**config.mk**
```make
export PLATFORM = sky130hd
export DESIGN_NAME = tdpg_cell
export DESIGN_NICKNAME = d
export VERILOG_FILES = /design/src/hdl/tdpg_pkg.sv /design/src/hdl/tdpg_cell.sv
export SDC_FILE = /design/constraint.sdc
export NUM_CORES = 1
export LEC_CHECK = 0
export BUFFER_PORTS_ARGS = -buffer_cell sky130_fd_sc_hd__buf_2
export CORE_MARGIN = 2
export CORE_UTILIZATION = 27
export DETAILED_ROUTE_END_ITERATION = 7
export GPL_TIMING_DRIVEN = 0
export PLACE_DENSITY_LB_ADDON = 0.12
export SETUP_SLACK_MARGIN = 0.1
export SLEW_MARGIN = 5
export SYNTH_ARGS = -nofsm -noshare
export SYNTH_HDL_FRONTEND = slang
export SYNTH_SLANG_ARGS = --single-unit
```
**constraint.sdc**
```tcl
create_clock -name i_clk -period 4.7 [get_ports i_clk]
set_input_delay 0.705 -clock i_clk [delete_from_list [all_inputs] [get_ports i_clk]]
set_output_delay 0.705 -clock i_clk [all_outputs]
set_load 0.05 [all_outputs]
```
**src/hdl/tdpg_pkg.sv**
```systemverilog
package tdpg_pkg;

    localparam int MAX_PRIMES  = 1024;
    localparam int VAL_W       = 16;
    localparam int CAND_W      = VAL_W + 1;
    localparam int CNT_W       = 11;
    localparam int IDX_W       = 10;
    localparam int ADDR_W      = $clog2(MAX_PRIMES);
    localparam int DIV_STAGES  = VAL_W;
    localparam int FIRST_PRIME = 2;
    localparam int FIRST_ODD   = 3;

    typedef struct packed {
        logic             valid;
        logic [VAL_W-1:0] rem;
        logic [VAL_W-1:0] num;
        logic [VAL_W-1:0] div;
    } t_div_beat;

endpackage

```
**src/hdl/tdpg_cell.sv**
```systemverilog
module tdpg_cell (
    input  logic                i_clk,
    input  logic                i_rst_n,
    input  tdpg_pkg::t_div_beat i_beat,
    output tdpg_pkg::t_div_beat o_beat
);

    logic [tdpg_pkg::VAL_W:0] w_trial;
    logic [tdpg_pkg::VAL_W:0] w_diff;
    logic                     w_ge;
    tdpg_pkg::t_div_beat      r_beat;

    // One restoring division step: bring down the next dividend bit.
    assign w_trial = {i_beat.rem, i_beat.num[tdpg_pkg::VAL_W-1]};
    assign w_diff  = w_trial - {1'b0, i_beat.div};
    assign w_ge    = w_trial >= {1'b0, i_beat.div};

    always_ff @(posedge i_clk) begin
        if (!i_rst_n) begin
            r_beat.valid <= 1'b0;
        end else begin
            r_beat.valid <= i_beat.valid;
            r_beat.rem   <= w_ge ? w_diff[tdpg_pkg::VAL_W-1:0]
                                 : w_trial[tdpg_pkg::VAL_W-1:0];
            r_beat.num   <= {i_beat.num[tdpg_pkg::VAL_W-2:0], 1'b0};
            r_beat.div   <= i_beat.div;
        end
    end

    assign o_beat = r_beat;

endmodule

```
==> summary.md <==
| Metric | Value |
|---|---|
| Status | complete, no violations |
| #FFs+latches synth | 48 |
| Final Non-Filler Cells | 431 |
| Post-detailed-route count of antenna-violating nets | 0 |
| Post-synth EDFFs | 47 |
| Tot GR Track Use | 10.7% |
| Place WS | 1470 ps |
| Drt wl/cell | 12.7 um |
| Cells after synthesis | 196 |
| Setup Fix Bufs, Post-CTS | 0 |
| TritonCTS clock tree | done |
| # clock sinks | 48 |
| Root Driver | clkbuf_8 |
| Final worst setup slack | 1780 ps |
| Hold Vio Cnt, Final | 0 |
| Leakage power | 1.45 nW |
| Slew headroom | 26.6% |
| Crit path capture type | flop |
| Cells along the critical path | buf_2, inv_1, ha_1, inv_1, fa_1, a211oi_1, o21bai_1, a221oi_2, nor3_1, a211o_1, mux2_4 |
| Layout net count | 369 |
| Max Fclk | 343 MHz |
| Largest net degree at the start of global routing | 49 |
| Fin Setup TNS | 0 ps |
| Num rows | 35 |
| Pwr/cell area | 358 mW/mm^2 |
| Vias | 1826 |
| Max Cap Violations | 0 |
| Yosys cell types | 42 |
| Slowest stage delay, CP | 480 ps |
| FFs w/ async S/R, synth | 0% |
| Crit Path Max Fanout | 5 |
| Slowest-stage cell, CP | a221oi_2 |
| Iter 0 DRT Violations | 41 |
| Final worst path period share | 62.1% |
| Seq/Total Area, Yosys | 55.6% |
| Min-delay worst type | input pin to flop |
| Hold_sp | i_beat[20] |
| Startpoint class of the critical path | input pin |
| Max reg flops | 48 |
| Max clock buf depth | 2 |
| Tmin final | 2920 ps |
| Final Hold Slack | 572 ps |
| Max Slew Vio Count | 0 |
| Synthesized cell area | 0.00257 sq mm |
| Ys Warns | 0 |
| Hold depth | 1 |
| Hold Path Sink | o_beat[21]$_DFFE_PP_ |
| Initial antenna violation count | 0 |
| Synthesis-to-finish area growth | 28.7% |
| Placed Cells | 423 |
| DRC | 0 |
| Detailed Route WL | 5.47 mm |
| Layout cell share with drive strength beyond 1 | 43.7% |
| CP most frequent cell | inv_1 |
| Hpwl dp | 4.08 mm |
| Die ar. | 0.0103 sq mm |
| Core area | 0.00924 sq mm |
| Critical path class | input pin to flop |
| I/O Buffers | 98 |
| Die H | 102 um |
| DIE WIDTH | 102 um |
| Pre-antenna DRT Iters | 4 |
| RSZ-0062 raised after global routing | no |
| Worst path arrival time | 2980 ps |
| Worst-path clk slew | 90 ps |
| Num CTS Buffers | 5 |
| Peak supply drop | 0.000117 V |
| DR vias/cell | 4.24 |
| Syn_nets | 264 |
| Number of global-route vias before repair | 1811 |
| GR Overflow Total | 0 |
| H-tree depth | 2 |
| First-pass GRT wire length | 8.64 mm |
| RD Place Congestion | 0.706 |
| Final setup viols | 0 |
| Slew @ Worst Pin | 1100 ps |
| Worst Path Required | 4770 ps |
| Pwr Total | 0.00118 W |
| Resized Gates After CTS | 0 |
| Initial Utilization | 27.8% |
| I/O pins | 100 |
| Primary FF master, synth | edfxtp_1 |
| Number of diodes | 0 |
| Mean Syn Cell Area | 13.1 sq um |
| Hold_buf cts | 0 |
==> cell usage in the layout, fill, tap and decap left out, drive strengths merged, types with 2 or more instances in the layout <==
master      n
ha         16
nand3       2
xor2        2
o211ai      2
edfxtp     47
a21o        3
nand2b      2
o21a        4
inv        18
mux2       14
o21bai      4
nor2b       2
xnor2       9
a211oi      4
a21oi      14
buf       100
a211o       3
clkbuf      6
nand2      13
nor2        9
nand4b      2
clkinvlp    2
nor3        3
o21ai      10
==> report_power, final <==
group,internal [W],switching (W),total [W]
clock,0.000103,0.000145,0.000248
sequential,0.000524,0.00000921,0.000533
combinational,0.000133,0.000271,0.000403
==> per-layer routing <==
metal	vias up	GRT usage, %	share of wire, %
li1	930	-	-
met1	825	14.1	47
met2	65	17.2	45
met3	6	2.69	6.4
met4	0	3.74	1.3
met5	-	0	0
==> worst max path at each step <==
stage	from	to	slack (ps)	cells past startpoint
floorplan	i_beat[31]	o_beat[44]$_DFFE_PP_	1850	10
global placement	i_beat[31]	o_beat[44]$_DFFE_PP_	1440	11
detailed placement	i_beat[31]	o_beat[44]$_DFFE_PP_	1470	11
CTS	i_beat[31]	o_beat[44]$_DFFE_PP_	1790	11
global route	i_beat[31]	o_beat[44]$_DFFE_PP_	1650	11
finish	i_beat[31]	o_beat[44]$_DFFE_PP_	1780	11
==> synth_stat cells, types with 2 or more instances <==
cell type / n / share of area (%)
inv_1: 18 / 2.6
o21a_1: 3 / 0.88
mux2_4: 9 / 5.3
a211o_1: 3 / 1.0
a211oi_1: 3 / 0.88
edfxtp_1: 47 / 55
o21ai_0: 7 / 1.4
ha_1: 16 / 7.8
nand2_1: 13 / 1.9
xnor2_1: 9 / 3.1
a21oi_2: 4 / 1.4
mux2_2: 5 / 2.2
o211ai_1: 2 / 0.58
xor2_1: 2 / 0.68
a21oi_1: 10 / 1.9
o21ai_1: 2 / 0.39
o21bai_1: 3 / 0.88
nand3_1: 2 / 0.39
nand2b_1: 2 / 0.49
nand4b_1: 2 / 0.68
nor3_1: 3 / 0.58
nor2_1: 9 / 1.3
a21o_1: 3 / 0.88
==> area by class of cell <==
type                       instances  area [sq um]
fill                             946          5930
sequential                        48          1430
multi-input combinational        127          1040
timing repair buffer              98           490
tap                              129           161
clock buffer                       5          68.8
inverter                          18          67.6
buffer                             3          32.5
clock inverter                     3          18.8
==> stage by stage <==
step | cell area, sq um | utilization (%)
final | 3310 | 35.8
after global routing | 3310 | 35.8
after CTS | 3310 | 35.8
after detailed placement | 3220 | 34.9
after global placement | 3220 | 34.9
after floorplan | 2570 | -
==> worst max-delay path, delay by kind of cell <==
| kind | cells | cell delay, ps |
|---|---|---|
| AND/OR/NAND/NOR | 1 | 100 |
| AO/OA/AOI/OAI | 4 | 1130 |
| buffers and inverters | 3 | 210 |
| adder cells (fa/ha/maj) | 2 | 590 |
| multiplexers | 1 | 250 |
==> cell families (layout without fill, tap and decap cells) <==
logic type               count (synthesis)  after routing  share of synthesized area [%]
adder cells (fa/ha/maj)                 17             17                           8.56
multiplexers                            15             15                           7.83
AND/OR/NAND/NOR                         36             36                           6.71
AO/OA/AOI/OAI                           47             47                           13.5
buffers and inverters                   21            127                           3.89
flip-flops                              48             48                           55.6
XOR/XNOR                                11             11                           3.75
other                                    1              1                          0.146
Note: power is estimated with default switching activity, not from simulation.
